--- src/hw/rtl/ps2kr_pkg.sv ---
// shared types and constants for the ps2 keyboard receiver
`default_nettype none

package ps2kr_pkg;

	localparam int EDGE_TIME_W     = 32;
	localparam int TIMEOUT_W       = 20;
	localparam int TIME_WIDTH_DEF  = 32;
	localparam int MOD_W           = 6;

	localparam logic [TIMEOUT_W-1:0] TIMEOUT_RESET = 20'd3000;

	localparam logic [7:0] CODE_EXT   = 8'hE0;
	localparam logic [7:0] CODE_REL   = 8'hF0;
	localparam logic [7:0] KEY_LSHIFT = 8'h12;
	localparam logic [7:0] KEY_RSHIFT = 8'h59;
	localparam logic [7:0] KEY_ALT    = 8'h11;
	localparam logic [7:0] KEY_CTRL   = 8'h14;
	localparam logic [7:0] KEY_CAPS   = 8'h58;
	localparam logic [7:0] KEY_SCROLL = 8'h7E;
	localparam logic [7:0] KEY_NUM    = 8'h77;

	localparam int MOD_SHIFT  = 0;
	localparam int MOD_ALT    = 1;
	localparam int MOD_CTRL   = 2;
	localparam int MOD_CAPS   = 3;
	localparam int MOD_SCROLL = 4;
	localparam int MOD_NUM    = 5;

	typedef struct packed {
		logic [EDGE_TIME_W-1:0] edge_time;
		logic                   data_bit;
	} ps2kr_in_t;

	typedef struct packed {
		logic             released;
		logic [7:0]       keycode;
		logic [MOD_W-1:0] modifier_bits;
	} ps2kr_out_t;

	typedef struct packed {
		logic       valid;
		logic [7:0] data;
	} ps2kr_byte_t;

	typedef struct packed {
		logic       valid;
		ps2kr_out_t data;
	} ps2kr_res_t;

	typedef enum logic [1:0] {
		FR_HUNT,
		FR_DATA,
		FR_PARITY,
		FR_STOP
	} ps2kr_frame_state_t;

	typedef enum logic [1:0] {
		SEQ_IDLE,
		SEQ_EXT,
		SEQ_REL
	} ps2kr_seq_state_t;

endpackage

`default_nettype wire

--- src/hw/rtl/ps2_keyboard_receiver.sv ---
// a key event passes the input register, then the result register, before it is offered
// throughput: one ps2 clock edge per cycle unless stalled, as frame and decode update on every advance
// a full result register that is not taken stalls the input register behind it
// reset: frame hunts for a start bit, decoder idle, modifiers clear, timeout 3000 ticks
`default_nettype none

module ps2_keyboard_receiver #(
	parameter int TIME_WIDTH = ps2kr_pkg::TIME_WIDTH_DEF
) (
	input  wire logic                           clk,
	input  wire logic                           arst_n,
	input  wire logic                           in_valid,
	output logic                                in_ready,
	input  wire ps2kr_pkg::ps2kr_in_t           in_data,
	output logic                                out_valid,
	input  wire logic                           out_ready,
	output ps2kr_pkg::ps2kr_out_t               out_data,
	input  wire logic                           cfg_valid,
	output logic                                cfg_ready,
	input  wire logic [ps2kr_pkg::TIMEOUT_W-1:0] cfg_data
);

	logic                              valid_s1;
	ps2kr_pkg::ps2kr_in_t              data_s1;
	logic                              out_valid_q;
	ps2kr_pkg::ps2kr_out_t             out_data_q;
	logic [ps2kr_pkg::TIMEOUT_W-1:0]   timeout_q;
	logic                              advance;
	ps2kr_pkg::ps2kr_byte_t            rx_byte;
	ps2kr_pkg::ps2kr_res_t             res;

	assign advance   = valid_s1 && (!out_valid_q || out_ready);
	assign in_ready  = !valid_s1 || advance;
	assign cfg_ready = 1'b1;
	assign out_valid = out_valid_q;
	assign out_data  = out_data_q;

	always_ff @(posedge clk or negedge arst_n) begin
		if (!arst_n) begin
			timeout_q <= ps2kr_pkg::TIMEOUT_RESET;
		end else if (cfg_valid && cfg_ready) begin
			timeout_q <= cfg_data;
		end
	end

	// input register
	always_ff @(posedge clk or negedge arst_n) begin
		if (!arst_n) begin
			valid_s1 <= 1'b0;
		end else if (in_valid && in_ready) begin
			valid_s1 <= 1'b1;
		end else if (advance) begin
			valid_s1 <= 1'b0;
		end
	end

	always_ff @(posedge clk) begin
		if (in_valid && in_ready) begin
			data_s1 <= in_data;
		end
	end

	ps2kr_frame #(
		.TIME_WIDTH(TIME_WIDTH)
	) u_frame (
		.clk      (clk),
		.arst_n   (arst_n),
		.step     (advance),
		.edge_time(data_s1.edge_time),
		.data_bit (data_s1.data_bit),
		.timeout  (timeout_q),
		.rx_byte  (rx_byte)
	);

	ps2kr_decode u_decode (
		.clk    (clk),
		.arst_n (arst_n),
		.step   (advance),
		.rx_byte(rx_byte),
		.res    (res)
	);

	// result register
	always_ff @(posedge clk or negedge arst_n) begin
		if (!arst_n) begin
			out_valid_q <= 1'b0;
		end else if (advance) begin
			out_valid_q <= res.valid;
		end else if (out_ready) begin
			out_valid_q <= 1'b0;
		end
	end

	always_ff @(posedge clk) begin
		if (advance && res.valid) begin
			out_data_q <= res.data;
		end
	end

endmodule

`default_nettype wire

--- src/hw/rtl/ps2kr_frame.sv ---
// frame receiver: start, data, parity and stop bits with edge timeout
`default_nettype none

module ps2kr_frame #(
	parameter int TIME_WIDTH = ps2kr_pkg::TIME_WIDTH_DEF
) (
	input  wire logic                             clk,
	input  wire logic                             arst_n,
	input  wire logic                             step,
	input  wire logic [ps2kr_pkg::EDGE_TIME_W-1:0] edge_time,
	input  wire logic                             data_bit,
	input  wire logic [ps2kr_pkg::TIMEOUT_W-1:0]   timeout,
	output ps2kr_pkg::ps2kr_byte_t                rx_byte
);

	localparam int CMP_W = (TIME_WIDTH > ps2kr_pkg::TIMEOUT_W) ?
		TIME_WIDTH : ps2kr_pkg::TIMEOUT_W;

	ps2kr_pkg::ps2kr_frame_state_t state_q, state_d;
	logic [2:0]            cnt_q, cnt_d;
	logic [7:0]            shift_q, shift_d;
	logic                  parity_q, parity_d;
	logic [TIME_WIDTH-1:0] prev_time_q;
	logic                  edge_seen_q;
	logic [TIME_WIDTH-1:0] now;
	logic [TIME_WIDTH-1:0] gap;
	logic                  late;

	generate
		if (TIME_WIDTH > ps2kr_pkg::EDGE_TIME_W) begin : g_ext
			assign now = {{(TIME_WIDTH - ps2kr_pkg::EDGE_TIME_W){1'b0}}, edge_time};
		end else begin : g_trunc
			assign now = edge_time[TIME_WIDTH-1:0];
		end
	endgenerate

	assign gap  = now - prev_time_q;
	assign late = edge_seen_q && (CMP_W'(gap) > CMP_W'(timeout));

	always_comb begin
		state_d       = state_q;
		cnt_d         = cnt_q;
		shift_d       = shift_q;
		parity_d      = parity_q;
		rx_byte.valid = 1'b0;
		rx_byte.data  = shift_q;
		unique case (state_q)
			ps2kr_pkg::FR_HUNT: begin
				if (!data_bit) begin
					state_d = ps2kr_pkg::FR_DATA;
					cnt_d   = 3'd0;
					shift_d = 8'd0;
				end
			end
			ps2kr_pkg::FR_DATA: begin
				if (late) begin
					cnt_d   = 3'd0;
					shift_d = 8'd0;
				end else begin
					shift_d[cnt_q] = data_bit;
					if (cnt_q == 3'd7) begin
						state_d = ps2kr_pkg::FR_PARITY;
					end else begin
						cnt_d = cnt_q + 3'd1;
					end
				end
			end
			ps2kr_pkg::FR_PARITY: begin
				if (late) begin
					state_d = ps2kr_pkg::FR_DATA;
					cnt_d   = 3'd0;
					shift_d = 8'd0;
				end else begin
					parity_d = data_bit;
					state_d  = ps2kr_pkg::FR_STOP;
				end
			end
			ps2kr_pkg::FR_STOP: begin
				if (late) begin
					state_d = ps2kr_pkg::FR_DATA;
					cnt_d   = 3'd0;
					shift_d = 8'd0;
				end else begin
					state_d       = ps2kr_pkg::FR_HUNT;
					rx_byte.valid = (^{shift_q, parity_q}) && data_bit;
				end
			end
			default: begin
				state_d = ps2kr_pkg::FR_HUNT;
			end
		endcase
	end

	always_ff @(posedge clk or negedge arst_n) begin
		if (!arst_n) begin
			state_q     <= ps2kr_pkg::FR_HUNT;
			cnt_q       <= 3'd0;
			shift_q     <= 8'd0;
			parity_q    <= 1'b0;
			prev_time_q <= '0;
			edge_seen_q <= 1'b0;
		end else if (step) begin
			state_q     <= state_d;
			cnt_q       <= cnt_d;
			shift_q     <= shift_d;
			parity_q    <= parity_d;
			prev_time_q <= now;
			edge_seen_q <= 1'b1;
		end
	end

endmodule

`default_nettype wire

--- src/hw/rtl/ps2kr_decode.sv ---
// scan code sequence decoder and modifier tracking
`default_nettype none

module ps2kr_decode (
	input  wire logic                   clk,
	input  wire logic                   arst_n,
	input  wire logic                   step,
	input  wire ps2kr_pkg::ps2kr_byte_t rx_byte,
	output ps2kr_pkg::ps2kr_res_t       res
);

	ps2kr_pkg::ps2kr_seq_state_t   seq_q, seq_d;
	logic [ps2kr_pkg::MOD_W-1:0]   mods_q, mods_d;
	logic                          emit;
	logic                          rel;
	logic [7:0]                    b;

	assign b = rx_byte.data;

	always_comb begin
		seq_d  = seq_q;
		mods_d = mods_q;
		emit   = 1'b0;
		rel    = 1'b0;
		if (rx_byte.valid) begin
			unique case (seq_q)
				ps2kr_pkg::SEQ_REL: begin
					emit = 1'b1;
					rel  = 1'b1;
				end
				ps2kr_pkg::SEQ_EXT: begin
					if (b == ps2kr_pkg::CODE_REL) begin
						seq_d = ps2kr_pkg::SEQ_REL;
					end else begin
						emit = 1'b1;
					end
				end
				default: begin
					if (b == ps2kr_pkg::CODE_REL) begin
						seq_d = ps2kr_pkg::SEQ_REL;
					end else if (b == ps2kr_pkg::CODE_EXT) begin
						seq_d = ps2kr_pkg::SEQ_EXT;
					end else begin
						emit = 1'b1;
					end
				end
			endcase
			if (emit) begin
				seq_d = ps2kr_pkg::SEQ_IDLE;
				if (b == ps2kr_pkg::KEY_LSHIFT || b == ps2kr_pkg::KEY_RSHIFT) begin
					mods_d[ps2kr_pkg::MOD_SHIFT] = !rel;
				end
				if (b == ps2kr_pkg::KEY_ALT) begin
					mods_d[ps2kr_pkg::MOD_ALT] = !rel;
				end
				if (b == ps2kr_pkg::KEY_CTRL) begin
					mods_d[ps2kr_pkg::MOD_CTRL] = !rel;
				end
				if (!rel) begin
					if (b == ps2kr_pkg::KEY_CAPS) begin
						mods_d[ps2kr_pkg::MOD_CAPS] = !mods_q[ps2kr_pkg::MOD_CAPS];
					end
					if (b == ps2kr_pkg::KEY_SCROLL) begin
						mods_d[ps2kr_pkg::MOD_SCROLL] = !mods_q[ps2kr_pkg::MOD_SCROLL];
					end
					if (b == ps2kr_pkg::KEY_NUM) begin
						mods_d[ps2kr_pkg::MOD_NUM] = !mods_q[ps2kr_pkg::MOD_NUM];
					end
				end
			end
		end
		res.valid              = emit;
		res.data.released      = rel;
		res.data.keycode       = b;
		res.data.modifier_bits = mods_d;
	end

	always_ff @(posedge clk or negedge arst_n) begin
		if (!arst_n) begin
			seq_q  <= ps2kr_pkg::SEQ_IDLE;
			mods_q <= '0;
		end else if (step) begin
			seq_q  <= seq_d;
			mods_q <= mods_d;
		end
	end

endmodule

`default_nettype wire

--- config.mk ---
export PLATFORM = sky130hd
export DESIGN_NAME = ps2_keyboard_receiver
export DESIGN_NICKNAME = d
export VERILOG_FILES = /design/src/hw/rtl/ps2kr_pkg.sv /design/src/hw/rtl/ps2_keyboard_receiver.sv /design/src/hw/rtl/ps2kr_frame.sv /design/src/hw/rtl/ps2kr_decode.sv
export SDC_FILE = /design/constraint.sdc
export NUM_CORES = 1
export LEC_CHECK = 0
export BUFFER_PORTS_ARGS = -buffer_cell sky130_fd_sc_hd__buf_2
export CAP_MARGIN = 25
export CELL_PAD_IN_SITES_DETAIL_PLACEMENT = 0
export CELL_PAD_IN_SITES_GLOBAL_PLACEMENT = 1
export CORE_ASPECT_RATIO = 0.6
export CORE_MARGIN = 2
export CORE_UTILIZATION = 47
export CTS_CLUSTER_SIZE = 14
export DETAILED_ROUTE_END_ITERATION = 10
export GPL_TIMING_DRIVEN = 0
export PLACE_DENSITY_LB_ADDON = 0.15
export SYNTH_ARGS = -nofsm -noshare
export SYNTH_HDL_FRONTEND = slang
export SYNTH_HIERARCHICAL = 1
export SYNTH_SLANG_ARGS = --single-unit
--- constraint.sdc ---
create_clock -name clk -period 8.3 [get_ports clk]
set_input_delay 1.66 -clock clk [delete_from_list [all_inputs] [get_ports clk]]
set_output_delay 1.66 -clock clk [all_outputs]
set_load 0.05 [all_outputs]
==> reports/qor.txt <==
Overall Global Routing Usage: 23.3%
Global-route wire length before repair: 31300 µm
Ys async rst share: 61.6%
Remaining antenna violation count after routing: 0
CTS tree: yes
Top Ports: 76
Post-synth EDFFs: 48
Clock buffer count from CTS: 17
Hold_buf cts: 0
WL/cell: 17.8 µm
Min Tclk post-route: 7.58 ns
Cell area after synthesis: 0.00772 mm²
Post-Syn Nets: 887
Final Setup Violations: 0
Detailed Place HPWL: 14600 µm
Flop2flop setup slack: 0.72 ns
Input/output buffers: 73
Hold path start: u_decode/mods_q[4]
Switch share: 31.5%
Unrepaired setup endpoints after global routing: false
VDD IR max: 0.000137 V
Fin util: 55.8%
R2r startpoint: data_s1[4]
Worst skew pair latency: 0.42 ns
Cells on Worst Hold Path: 1
Max-Cap Viols: 0
Critical Path Sink Type: flop
Logic pwr share: 22.3%
Fin Setup TNS: 0 ns
RR Endpoint: out_data[4]
Final hold violations: 0
DP Area: 0.00838 mm²
Worst hold path type: reg -> reg
Fin. max-slew vios: 0
Startpoint types: flop
Main synth FF type: dfrtp_1
Nets: 981
Row count: 36
Longest Clk Path Bufs: 2
Clock transition at path regs: 0.07 ns
Largest net degree at the start of global routing: 46
Root Driver: clkbuf_16
Final wirelength: 19400 µm
Slew @ Worst Pin: 0.913 ns
Fin Clk Skew: 0.0122 ns
Final clock period utilization by the worst path: 91.4%
Via count: 6227
RD Place Congestion: 0.893
Syn avg cell area: 9.98 µm²
Cell Int Power: 0.00131 W
Initial antenna violation count: 0
YS warnings: 6
DR DRC count: 0
R2r worst-path depth: 26
Die W: 169 µm
Synth Instances: 773
CP arrival: 7.69 ns
Min-Delay Endpoint: u_decode/mods_q[4]
Die height: 103 µm
Starting Density: 47.9%
Layout cells sized above 1: 19.4%
Total die area: 0.0175 mm²
Sequential share of power: 36.5%
Leak: 3.92 nW
Syn-to-layout area delta: 16.7%
Htree depth: 4
Ant. Diodes: 0
PwrDens: 212 mW/mm²
Design Area, Final: 0.00900 mm²
First DRT Iteration DRCs: 484
Vias in the first global route: 5925
CORE AREA: 0.0161 mm²
Crit Path Max Fanout: 12
Status: finished, final reports clean
Seq cells post-synth: 125
Vias per inst: 5.72
Yosys cell types: 76
Register area share after synthesis: 43.8%
Max Clock Freq: 132 MHz
Sw Pwr: 0.000602 W
Overflow after GRT: 0
Setup CP Type: reg -> reg
Clk sinks: 125
Clock network power share: 41.2%
Max-slew headroom: 39.1%
WP data required: 8.41 ns
TritonRoute pass-1 iters: 7
==> cell usage after synthesis (all sizes together), types with 10 or more instances <==
library cell	number	area, µm²
xor2	11	96.3
inv	69	259
edfxtp	48	1440
o21ai	67	335
a21o	11	82.6
nand2	82	308
dfrtp	70	1750
mux2	23	334
nor3	14	70.1
buf	17	135
a21oi	52	272
xnor2	23	201
nand4	19	134
clkbuf	22	82.6
ha	55	688
o21a	10	75.1
nor2	37	139
==> metrics by stage <==
| stage | setup WS (ns) | hold slack [ns] | std cells | power [W] |
|---|---|---|---|---|
| floorplan | 1.72 | 0.461 | 773 | 0.00101 |
| global placement | 0.157 | 0.476 | 1055 | 0.00112 |
| detailed placement | 0.533 | 0.476 | 1057 | 0.00113 |
| CTS | 0.462 | 0.488 | 1089 | 0.00193 |
| global route | 0.205 | 0.506 | 1089 | 0.00202 |
| finish | 0.718 | 0.487 | 1089 | 0.00191 |
==> flip-flops by register name (all words and copies together) (netlist names) <==
signal               flops
data_s1                 33
out_data                15
out_valid                1
timeout_q               20
u_decode/mods_q          6
u_decode/seq_q           2
u_frame/cnt_q            3
u_frame/edge_seen_q      1
u_frame/parity_q         1
u_frame/prev_time_q     32
u_frame/shift_q          8
u_frame/state_q          2
valid_s1                 1
==> critical path, stage by stage (launching register included) <==
cell and delay, ns:
edfxtp_1 0.41, ha_1 0.37, and2_1 0.19, a221oi_1 0.51, a211oi_1 0.25, nor2_1 0.21
o21ai_0 0.17, a21boi_0 0.35, o21ai_0 0.26, a31oi_1 0.25, xnor2_1 0.15, ha_1 0.27
a21oi_1 0.12, o21ai_0 0.11, or3_1 0.36, a211oi_1 0.23, a311o_1 0.18, o221ai_1 0.15
a211o_1 0.33, o41ai_4 0.65, nor3b_2 0.53, nand2_1 0.29, a21oi_1 0.19, buf_4 0.12
nand2_1 0.05, nor2b_1 0.29, buf_4 0.28
==> layer usage <==
metal	vias up	track usage [%]	part of all wire (%)	wire length, µm
met3	10	5.90	7.6	1470
met2	232	32.4	40	7720
met4	0	4.80	0.58	113
li1	2973	-	-	-
met1	3012	36.3	52	10100
met5	-	0	0	0
==> worst max-delay path by stage <==
| stage | startpoint | to | slack [ns] | cells past startpoint |
|---|---|---|---|---|
| 3_3_place_gp | data_s1[4] | out_data[4] | 0.16 | 25 |
| 4_1_cts | data_s1[4] | out_data[4] | 0.46 | 26 |
| 5_1_grt | data_s1[4] | out_data[9] | 0.21 | 26 |
| 3_5_place_dp | data_s1[4] | out_data[4] | 0.53 | 26 |
| 6_report | data_s1[4] | out_data[4] | 0.72 | 26 |
| 2_1_floorplan | data_s1[4] | out_data[0] | 1.72 | 25 |
==> area by class of cell <==
class / count / area (µm²)
flip-flops and latches: 125 / 3380
fillers: 1410 / 7120
inverters: 69 / 259
clock inverters: 15 / 193
clock buffers: 17 / 425
plain buffers: 39 / 218
well taps: 209 / 262
multi-input cells: 540 / 3870
repair buffers: 75 / 403
==> cells by family (layout without fill, tap and decap cells) <==
group	Yosys count	count (layout)	share of synthesized area, %
xor+xnor	34	34	3.86
fa+ha+maj	56	56	9.18
simple gates	213	213	14.0
other cells	1	1	0.0486
buf+inv	108	215	6.18
mux	25	25	4.59
flops	125	125	43.8
compound gates	211	211	18.4
==> layout by cell type, fill, tap and decap left out, types with 5 or more instances in the layout <==
master / n
a211oi_1: 9
a21o_1: 11
a21oi_1: 51
a31oi_1: 6
and2_1: 7
buf_2: 72
buf_4: 13
clkbuf_1: 22
clkbuf_16: 17
dfrtp_1: 70
dfstp_2: 7
edfxtp_1: 48
ha_1: 55
inv_1: 69
inv_8: 5
mux2_4: 20
nand2_1: 82
nand3_1: 8
nand4_1: 18
nor2_1: 37
nor2b_1: 8
nor3_1: 14
nor4_1: 6
o211ai_1: 9
o21a_1: 10
o21ai_0: 65
o32ai_2: 7
or3_1: 5
xnor2_1: 23
xor2_1: 11
==> power groups by stage <==
stage               combinational [W]  clock, W  sequential, W
finish                       0.000427  0.000788       0.000698
global route                 0.000481  0.000834       0.000702
CTS                          0.000422  0.000805       0.000698
detailed placement           0.000419         0       0.000710
global placement             0.000406         0       0.000709
floorplan                    0.000305         0       0.000703
==> timing repair <==
item | in CTS | in global routing
resized for setup | 0 | 1
setup endpoints to repair | 0 | 12
setup buffers | 0 | 0
Power figures use the tool's default switching activity.
